$ cat src/slseek_pkg.sv
// shared types, widths and codes of the sorted list seek block
package slseek_pkg;

  localparam int DEPTH_DEF  = 1024;
  localparam int LANES_DEF  = 16;

  localparam int ID_W       = 32;
  localparam int IDX_W      = 10;
  localparam int POS_W      = 11;
  localparam int LEN_W      = 11;
  localparam int LANE_IDX_W = 6;

  localparam logic OP_LOAD = 1'b0;
  localparam logic OP_SEEK = 1'b1;

  typedef logic [ID_W-1:0]  id_t;
  typedef logic [IDX_W-1:0] idx_t;
  typedef logic [POS_W-1:0] pos_t;
  typedef logic [LEN_W-1:0] len_t;

  typedef struct packed {
    logic                  hit;
    logic [LANE_IDX_W-1:0] lane;
  } lane_hit_t;

endpackage

$ cat src/slseek_lanes.sv
// compares one row against the target and picks the lowest matching lane
module slseek_lanes #(
  parameter int LANES = slseek_pkg::LANES_DEF,
  localparam int RMW  = (LANES > 1) ? $clog2(LANES) : 1
) (
  input  logic [LANES-1:0][slseek_pkg::ID_W-1:0] row,
  input  slseek_pkg::id_t                        target,
  input  logic [RMW-1:0]                         lane_lo,
  input  slseek_pkg::len_t                       remain,
  output slseek_pkg::lane_hit_t                  hit
);
  import slseek_pkg::*;

  logic [LANES-1:0] match;

  // lane is live when at or above the start lane and below the list end
  always_comb begin
    for (int l = 0; l < LANES; l++) begin
      match[l] = (row[l] >= target) && (RMW'(l) >= lane_lo) && (LEN_W'(l) < remain);
    end
  end

  always_comb begin
    hit = '0;
    for (int l = LANES - 1; l >= 0; l--) begin
      if (match[l]) begin
        hit.hit  = 1'b1;
        hit.lane = LANE_IDX_W'(l);
      end
    end
  end

endmodule
$ cat config.mk
export PLATFORM = sky130hd
export DESIGN_NAME = slseek_lanes
export DESIGN_NICKNAME = d
export VERILOG_FILES = /design/src/slseek_pkg.sv /design/src/slseek_lanes.sv
export SDC_FILE = /design/constraint.sdc
export NUM_CORES = 1
export LEC_CHECK = 0
export ABC_AREA = 1
export BUFFER_PORTS_ARGS = -buffer_cell sky130_fd_sc_hd__buf_2
export CORE_AREA = 5 5 219 221
export DETAILED_ROUTE_END_ITERATION = 7
export DIE_AREA = 0 0 224 226
export SYNTH_ARGS = -nofsm -noshare
export SYNTH_HDL_FRONTEND = slang
export SYNTH_SLANG_ARGS = --single-unit
$ cat constraint.sdc
create_clock -name vclk -period 4.5
set_input_delay 0.45 -clock vclk [all_inputs]
set_output_delay 0.45 -clock vclk [all_outputs]
set_load 0.02 [all_outputs]
### Word-level counts from Yosys, hierarchy flattened

Index checks and enable logic that the tools add are counted.

* logic and storage cells: 96
* bits in registers: 0
* bits of input ports: 559
* output and inout bits: 7

* reductions and logical operators: 32
* order comparisons: 48
* muxes and demuxes: 16

Operator list (count)
* 32-bit greater-or-equal comparator: 16
* 7-bit 2-to-1 mux: 16
* 4-bit by 11-bit < comparator with 1-bit output (first input constant): 8
* 3-bit by 11-bit < comparator with 1-bit output (first input constant): 4
* 4-bit greater-or-equal comparator (first input constant): 8
* 1-bit logical AND: 32
* 1-bit by 11-bit < comparator with 1-bit output (first input constant): 2
* 2-bit by 11-bit < comparator with 1-bit output (first input constant): 2
* 3-bit by 4-bit greater-or-equal comparator with 1-bit output (first input constant): 4
* 1-bit by 4-bit greater-or-equal comparator with 1-bit output (first input constant): 2
* 2-bit by 4-bit greater-or-equal comparator with 1-bit output (first input constant): 2

### Depth between registers and ports, before layout

Gate-level depths: netlist of run 1.

* word-level depth: 19
* gate-level depth with buffers: 27
* mapped depth without buffers: 27

### Least setup slack after synthesis of run 1

Ideal clock, no wire load.

* kind: input to output
* start point: input port target[9]
* end point: output port hit[3] (netlist bit)
* path buffers: 0
* path slack: 1471 ps
* arrival: 2579 ps
* cell stages on the path: 16
* cell sequence: inv_1 -> ha_1 -> a21oi_1 -> nor2_1 -> a211oi_1 -> o21a_1 -> nor2_1 -> o21ai_1 -> nand2_1 -> nand2_1 -> nand3_1 -> o211ai_1 -> nand2_1 -> inv_2 -> nand3_1 -> nor3_1

RTL lines
* start, declared: line slseek_lanes.sv:7 `input slseek_pkg::id_t target,`
* end, declared: line slseek_lanes.sv:10 `output slseek_pkg::lane_hit_t hit`

==> out/qor.yml, run 1 <==
grt_pass1_wl_um: 83300
drive_above_1_share: 0.285
fp.dieArea_um2: 50600
end_kind: "output port"
via_count: 14252
drc_errors: 0
cts_resized: 0
path_max_fanout: 10
area_delta_synth_final_pct: 33.7
whs_path_depth: 5
worst_pin_slew_ns: 0.877
layout_commonest_cell: "buf_2"
relSlewSlack: 0.411
seq_cells: 0
die_h_um: 226
peakVddDrop_v: 0.0000657
area.sequential_um2: 0
nNetsFinal: 3293
fin_crit_sh: 0.943
grt_start_max_net_pins: 17
antenna_found_initial: 19
grt_pass1_vias: 14429
final_cell_mix: "buf_2, ha_1, nand2_1"
gp_congestion: 0.941
die_x_um: 224
grt_util_all_layers: 0.214
fmax_mhz: 236
wl_per_cell_um: 20.5
finalPower_w: 0.00152
synth_area_um2: 11700
core-area_um2: 46000
power_density_nw_per_um2: 97.3
met2WireLength_um: 27400
status: "finished, final reports clean"
startpoint_type: "input pin"
place_area_um2: 15600
post-dp-hpwl_um: 52400
worstSetupPathType: "input pin to output port"
core.rowCount: 79
final_cell_area_um2: 15600
drt-met1-wl_um: 24700
drv_cap: 0
ctsHoldBuffers: 0
multi_input_area_um2: 11100
fill_cells: 4986
seq_area_frac_synth: 0
finalHoldViolations: 0
finalMaxSlewViolations: 0
port_buffers: 564
setup_violations: 0
finalCriticalPeriod_ns: 4.24
vias_per_cell: 5.02
wl_met3_um: 4170
cp_data_required_time_ns: 4.05
overflow: 0
initial_core_util: 0.254
syn_inst: 1614
drt_iter0_drc: 708
maxUsedRoutingLayer: "met5"
post_cts_buffers: 0
num_io_pins: 566
final_antenna_net_count: 0
ys_types: 42
grt_setup_unrepaired: "no"
hold_path.class: "input pin to output port"
num-clock-buffers: 0
dr.pass1.iters: 5
cp.arrival_ns: 3.79
leakagePower_nw: 8.83
yosysWarnings: 0
avgSynthCellArea_um2: 7.23
routed_wirelength_um: 58300
## kinds of logic after synthesis
family	Yosys count	share of synthesized area
AO/OA/AOI/OAI	420	0.202
buffers and inverters	138	0.0459
adder cells (fa/ha/maj)	512	0.549
AND/OR/NAND/NOR	543	0.203
other	1	0.000321
## cell usage after synthesis
cell / count / share of area
conb_1: 1 / 0.00032
nor4_2: 2 / 0.0021
a31oi_1: 3 / 0.0016
nand2_4: 2 / 0.0019
o2111ai_1: 1 / 0.00075
o21ai_0: 77 / 0.033
nor3b_2: 1 / 0.0011
nand3b_1: 2 / 0.0013
nand2_2: 2 / 0.0011
nor4_1: 2 / 0.0011
o221ai_1: 6 / 0.0045
buf_4: 2 / 0.0013
inv_2: 2 / 0.00064
o211ai_2: 1 / 0.0011
o21bai_1: 3 / 0.0019
and3_1: 5 / 0.0027
o21a_1: 16 / 0.010
ha_1: 512 / 0.55
a21oi_1: 253 / 0.11
inv_8: 1 / 0.00096
o221a_2: 4 / 0.0039
nand2_1: 308 / 0.099
o221a_1: 1 / 0.00096
nor3_1: 33 / 0.014
nor2_1: 93 / 0.030
nor3_2: 1 / 0.00086
nand3_1: 36 / 0.015
nor2_8: 1 / 0.0017
o211ai_1: 13 / 0.0084
and3_4: 1 / 0.00096
a21o_1: 5 / 0.0032
nand4_1: 51 / 0.027
inv_4: 1 / 0.00054
o31ai_1: 6 / 0.0039
o311ai_0: 1 / 0.00075
a211o_1: 1 / 0.00075
a211oi_1: 22 / 0.014
o21ai_1: 3 / 0.0013
a21oi_2: 3 / 0.0023
nand3_2: 3 / 0.0026
a22oi_1: 1 / 0.00064
inv_1: 132 / 0.042
## final timing paths
| kind | from | endpoint | slack [ns] |
|---|---|---|---|
| max | target[15] | hit[0] | 0.26 |
| min | lane_lo[1] | hit[0] | 1.51 |
## layer usage
metal / global-route usage / vias to the layer above
met5: 0 / -
met4: 0.0609 / 12
met3: 0.0402 / 92
met2: 0.375 / 498
met1: 0.268 / 6482
li1: - / 7168
## stage by stage
step	setup WS, ns	util	std cells	hold slack, ns	TNS [ns]
global route	0.00449	0.339	2835	1.56	0
CTS	0.0525	0.339	2827	1.51	0
floorplan	1.47	-	1615	1.16	0
finish	0.258	0.339	2840	1.51	0
detailed placement	0.0651	0.339	2827	1.51	0
global placement	-0.0258	0.339	2827	1.49	-0.0306
## area by class of cell
cell class | count | area share
timing repair buffer | 607 | 0.202
antenna | 13 | 0.00208
inverter | 136 | 0.0334
multi-input combinational | 1477 | 0.714
tap | 607 | 0.0487
## power breakdown
group,internal [W],switching [W],total (W)
sequential,0,0,0
clock,0.000000000300,0,0.000000000300
combinational,0.000643,0.000876,0.00152
total,0.000643,0.000876,0.00152
## worst max-delay path, cell delays in order
cell and delay (ns):
buf_2 0.09, inv_1 0.48, buf_4 0.27, ha_1 0.15
nand2_1 0.05, inv_1 0.06, nand3_1 0.09, nor3_1 0.69
nand2_1 0.12, o2111ai_1 0.32, nand2_1 0.11, nand3_1 0.14
nand3_1 0.10, nand2_1 0.09, nand2_1 0.04, nand2_1 0.05
nand2_1 0.04, nand2_1 0.06, nand2_1 0.05, nand2_1 0.08
a21oi_2 0.06, buf_2 0.16
No activity file was read; power rests on OpenSTA's default activity.
==> run 2: changes to the inputs <==
==> constraint.sdc (replaced) <==
create_clock -name vclk -period 4.5
set_input_delay 0.675 -clock vclk [all_inputs]
set_output_delay 0.675 -clock vclk [all_outputs]
set_load 0.02 [all_outputs]
==> out/qor.yml, run 2 (same netlist as run 1, synthesis figures left out) <==
setup_violations: 0  # unchanged
switchingPower_w: 0.000885  # was 0.000876 W
peakVddDrop_v: 0.0000537  # was 0.0000657 V
vias_per_cell: 4.99  # was 5.02
final_cell_mix: "buf_2, ha_1, nand2_1"  # unchanged
via_count: 14381  # was 14.3k
layout_commonest_cell: "buf_2"  # unchanged
cp_data_required_time_ns: 3.83  # was 4.05 ns
path_max_fanout: 8  # was 10
place_inst: 2851  # was 2,827
drv_cap: 0  # unchanged
seqPwrFrac: 0  # about the same
drive_above_1_share: 0.305  # was 0.285
finalHoldViolations: 0  # unchanged
fp.dieArea_um2: 50600  # unchanged
slowest_stage: "o21ai_1"  # was nor3_1
power.share.switching: 0.565  # was 0.577
final_antenna_net_count: 0  # unchanged
gp_congestion: 0.936  # was 0.941
startpoint_type: "input pin"  # unchanged
drc_errors: 0  # unchanged
grt_pass1_vias: 14495  # was 14.4k
finalCriticalPeriod_ns: 4.34  # was 4.24 ns
core-area_um2: 46000  # unchanged
num-clock-buffers: 0  # unchanged
fill_cells: 4948  # was 4,986
finalPower_w: 0.00156  # was 0.00152 W
p_int_w: 0.000680  # was 0.000643 W
nNetsFinal: 3336  # was 3,293
dr.pass1.iters: 5  # unchanged
area.sequential_um2: 0  # unchanged
overflow: 0  # unchanged
worst_pin_slew_ns: 0.618  # was 0.877 ns
area_delta_synth_final_pct: 37.7  # was 33.7%
grt_pass1_wl_um: 84500  # was 83,300 um
end_kind: "output port"  # unchanged
worstSetupPathType: "input pin to output port"  # unchanged
grt_start_max_net_pins: 17  # unchanged
stdcell_count: 2880  # was 2,840
core.rowCount: 79  # unchanged
initial_core_util: 0.254  # unchanged
cpPeakStageDelay_ns: 0.31  # was 0.69 ns
hold_path.class: "input pin to output port"  # unchanged
num_io_pins: 566  # unchanged
wl_per_cell_um: 20.1  # was 20.5 um
relSlewSlack: 0.587  # was 0.411
routed_wirelength_um: 58000  # was 58,300 um
fmax_mhz: 230  # was 236 MHz
power_density_nw_per_um2: 97.3  # about the same
drt_iter0_drc: 620  # was 708
whs_ns: 1.95  # was 1.51 ns
fin_crit_sh: 0.964  # was 0.943
cp.arrival_ns: 3.66  # was 3.79 ns
seq_cells: 0  # unchanged
tns_ns: 0  # unchanged
status: "finished, final reports clean"  # unchanged
path_cells: "buf_2, clkinvlp_4, buf_4, ha_1, a21oi_1, o21ai_0, a21oi_1, o21a_1, o21ai_1, a21oi_1, buf_4, o21ai_1, nand4_1, nand3_1, nor2_1, nand2_1, buf_2"  # was buf_2, inv_1, buf_4, ha_1, nand2_1, inv_1, nand3_1, nor3_1, nand2_1, o2111ai_1, nand2_1, nand3_1, nand3_1, nand2_1, nand2_1, nand2_1, nand2_1, nand2_1, nand2_1, nand2_1, a21oi_2, buf_2
worst_path_most_repeated_cell: "a21oi_1"  # was nand2_1
pwr-share-clk: 0  # about the same
die_x_um: 224  # unchanged
antenna_found_initial: 18  # was 19
p_comb_frac: 1.000  # about the same
leakagePower_nw: 9.05  # was 8.83 nW
post-dp-hpwl_um: 52400  # about the same
port_buffers: 564  # unchanged
grt_util_all_layers: 0.214  # about the same
finalMaxSlewViolations: 0  # unchanged
die_h_um: 226  # unchanged
## run 2: cell types whose count changed in the layout (fill, tap and decap cells not counted), moves of 2 or more
cell / change
a21oi_1: -2
a21oi_2: +2
buf_12: +7
buf_4: +36
clkinvlp_4: +7
diode_2: -3
inv_1: -7
nand2_1: -2
nand2_2: +2
nor3_1: -2
nor3_4: +2
o21ai_0: -4
o21ai_1: +3
## run 2: worst paths after layout
kind,start,end,slack [ns],cells past startpoint
max,target[1],hit[6],0.16,17
min,lane_lo[1],hit[0],1.95,5
## run 2: metal layers
layer  up-vias  track usage  share of wire
met2       420        0.393           0.49
li1       7270            -              -
met1      6619        0.272           0.43
met3        60       0.0352          0.062
met5         -            0         0.0014
met4        12       0.0237          0.016
## run 2: power groups by stage
stage | combinational, W | clock, W | sequential [W]
3_5_place_dp | 0.00153 | 0 | 0
2_1_floorplan | 0.000835 | 0 | 0
6_report | 0.00156 | 0.000000000263 | 0
3_3_place_gp | 0.00149 | 0 | 0
4_1_cts | 0.00155 | 0 | 0
5_1_grt | 0.00179 | 0.000000000119 | 0
## run 2: worst max-delay path, delay by kind of cell
kind / cells / cell delay, ns
AOI/OAI and AO/OA: 7 / 1.27
adders and majority gates: 1 / 0.28
buffers and inverters: 5 / 0.94
and+or+nand+nor: 4 / 0.51
## run 2: what timing repair did
| item | CTS | global route |
|---|---|---|
| resized for setup | 13 | 10 |
| buffers inserted | 0 | 19 |
| hold buffers | 0 | 0 |
| endpoints found under the setup margin | 5 | 5 |
| pin swaps | 0 | 1 |
## run 2: stage by stage
stage | setup slack (ns) | area [um^2] | utilization
final | 0.161 | 16100 | 0.350
after floorplan | 1.02 | 11700 | -
after detailed placement | -0.244 | 15800 | 0.343
after global placement | -0.323 | 15800 | 0.343
after CTS | 0.0269 | 15800 | 0.344
after global routing | -0.00265 | 16100 | 0.349
## run 2: final cells by class
class                           instances  area (um^2)  area share
Inverter                              136          547      0.0340
Multi-Input combinational cell       1477        11200       0.696
Tap cell                              607          759      0.0472
Antenna cell                           10         25.0     0.00156
Timing Repair Buffer                  650         3560       0.221
==> run 3: changes to the inputs <==
PLACE_DENSITY = 0.46   (was not set)
==> out/qor.yml, run 3 (same netlist as run 1, synthesis figures left out) <==
finalCriticalPeriod_ns: 4.27  # was 4.34 ns
power_density_nw_per_um2: 95.1  # was 97.3 nW/um^2
fmax_mhz: 234  # was 230 MHz
final_cell_mix: "buf_2, ha_1, nand2_1"  # unchanged
place_area_um2: 15700  # was 15,800 um^2
post-dp-hpwl_um: 54500  # was 52,400 um
whs_ns: 1.96  # was 1.95 ns
port_buffers: 564  # unchanged
wl_per_cell_um: 21.0  # was 20.1 um
drt_iter0_drc: 542  # was 620
worstHoldStart: "lane_lo[1]"  # unchanged
grt_use_met3: 0.0399  # was 0.0352
finalMaxSlewViolations: 0  # unchanged
final_cell_area_um2: 15800  # was 16,100 um^2
die_x_um: 224  # unchanged
layout_commonest_cell: "buf_2"  # unchanged
num_io_pins: 566  # unchanged
core.rowCount: 79  # unchanged
place_inst: 2835  # was 2,851
core-area_um2: 46000  # unchanged
startpoint_type: "input pin"  # unchanged
met2_usage: 0.408  # was 0.393
worstSetupPathType: "input pin to output port"  # unchanged
worst_pin_slew_ns: 0.692  # was 0.618 ns
initial_core_util: 0.254  # unchanged
antenna_found_initial: 35  # was 18
fin_crit_sh: 0.949  # was 0.964
final_antenna_net_count: 0  # unchanged
grt_pass1_vias: 13959  # was 14.5k
dr.pass1.iters: 5  # unchanged
multi_input_area_um2: 11200  # about the same
path_delay_family: "simple AND/OR/NAND/NOR gates"  # was compound AO/OA/AOI/OAI gates
path_cells: "buf_2, clkinvlp_4, buf_4, ha_1, nand4_1, nor4_2, buf_4, nand3_1, nand3_1, nand2_4, nand2_1, nand2_1, nand2_1, nand2_1, nand2_1, nand2_1, nand2_1, nand2_1, nand2_1, nand2_1, nand2_1, a21oi_2, buf_2"  # was buf_2, clkinvlp_4, buf_4, ha_1, a21oi_1, o21ai_0, a21oi_1, o21a_1, o21ai_1, a21oi_1, buf_4, o21ai_1, nand4_1, nand3_1, nor2_1, nand2_1, buf_2
grt_util_all_layers: 0.222  # was 0.214
num-clock-buffers: 0  # unchanged
fp.dieArea_um2: 50600  # unchanged
post_cts_buffers: 0  # unchanged
stdcell_count: 2857  # was 2,880
cpPeakStageDelay_ns: 0.42  # was 0.31 ns
area.sequential_um2: 0  # unchanged
area_delta_synth_final_pct: 35.2  # was 37.7%
gp_congestion: 0.934  # was 0.936
drc_errors: 0  # unchanged
cp.buffers_inverters: 5  # unchanged
status: "finished, final reports clean"  # unchanged
whs_path_depth: 5  # unchanged
setup_violations: 0  # unchanged
path_max_fanout: 7  # was 8
die_h_um: 226  # unchanged
fill_cells: 5080  # was 4,948
min_to: "hit[0]"  # unchanged
end_kind: "output port"  # unchanged
vias_per_cell: 4.89  # was 4.99
grt_start_max_net_pins: 17  # unchanged
peakVddDrop_v: 0.0000496  # was 0.0000537 V
overflow: 0  # unchanged
finalHoldViolations: 0  # unchanged
hold_path.class: "input pin to output port"  # unchanged
tns_ns: 0  # unchanged
cp_data_required_time_ns: 3.83  # about the same
seq_cells: 0  # unchanged
leakagePower_nw: 8.89  # was 9.05 nW
drive_above_1_share: 0.291  # was 0.305
cp.arrival_ns: 3.60  # was 3.66 ns
top_usage_layer: "met2"  # unchanged
slowest_stage: "nor4_2"  # was o21ai_1
worst_path_most_repeated_cell: "nand2_1"  # was a21oi_1
drv_cap: 0  # unchanged
grt_pass1_wl_um: 85200  # was 84,500 um
via_count: 13971  # was 14.4k
use_met1: 0.275  # was 0.272
routed_wirelength_um: 60100  # was 58,000 um
nNetsFinal: 3301  # was 3,336
finalPower_w: 0.00150  # was 0.00156 W
grt_setup_unrepaired: "no"
relSlewSlack: 0.538  # was 0.587
run 3: changes by cell type in the layout (fill, tap and decap cells not counted), moves of 2 or more:
cell,previous run,this run
nand2_2,4,2
o21ai_1,7,3
clkinvlp_4,7,2
o21ai_0,72,76
buf_4,79,46
nor3_4,2,0
nor3_1,30,33
buf_12,7,5
nand2_1,306,308
diode_2,10,22
inv_1,125,130
run 3: cell type report:
class,instances,share of cell area
multi-input cells,1477,0.708
repair buffers,615,0.207
well taps,607,0.0481
inverters,136,0.0335
diodes,22,0.00349
run 3: routing by layer:
metal  vias to the layer above  routed length [um]
met1                      6259               25300
li1                       7218                   -
met2                       408               30400
met4                        24                 864
met5                         -                 152
met3                        62                3450
run 3: through the flow:
stage | setup WS, ns | utilization
after floorplan | 1.02 | -
final | 0.230 | 0.343
after CTS | 0.0539 | 0.341
after detailed placement | -0.0624 | 0.341
after global placement | -0.0733 | 0.341
after global routing | 0.00685 | 0.343
run 3: worst max path at each step:
stage                     depth (start not counted)  endpoint  slack, ns  startpoint
after floorplan                                  16    hit[3]       1.02   target[9]
after detailed placement                         21    hit[1]      -0.06   target[3]
final                                            23    hit[0]       0.23  target[23]
after global placement                           21    hit[1]      -0.07   target[3]
after global routing                             30    hit[0]      0.007   target[2]
after CTS                                        18    hit[3]       0.05   target[7]
run 3: repair_timing:
action,in CTS,in global routing
hold buffers,0,0
endpoints found under the hold margin,0,0
pin swaps,0,1
resized for setup,2,7
setup endpoints to repair,2,5
run 3: report_power, final:
part	switching [W]	total, W	internal (W)
registers	0	0	0
logic	0.000849	0.00150	0.000651
clock network	0	0.000000000656	0.000000000655
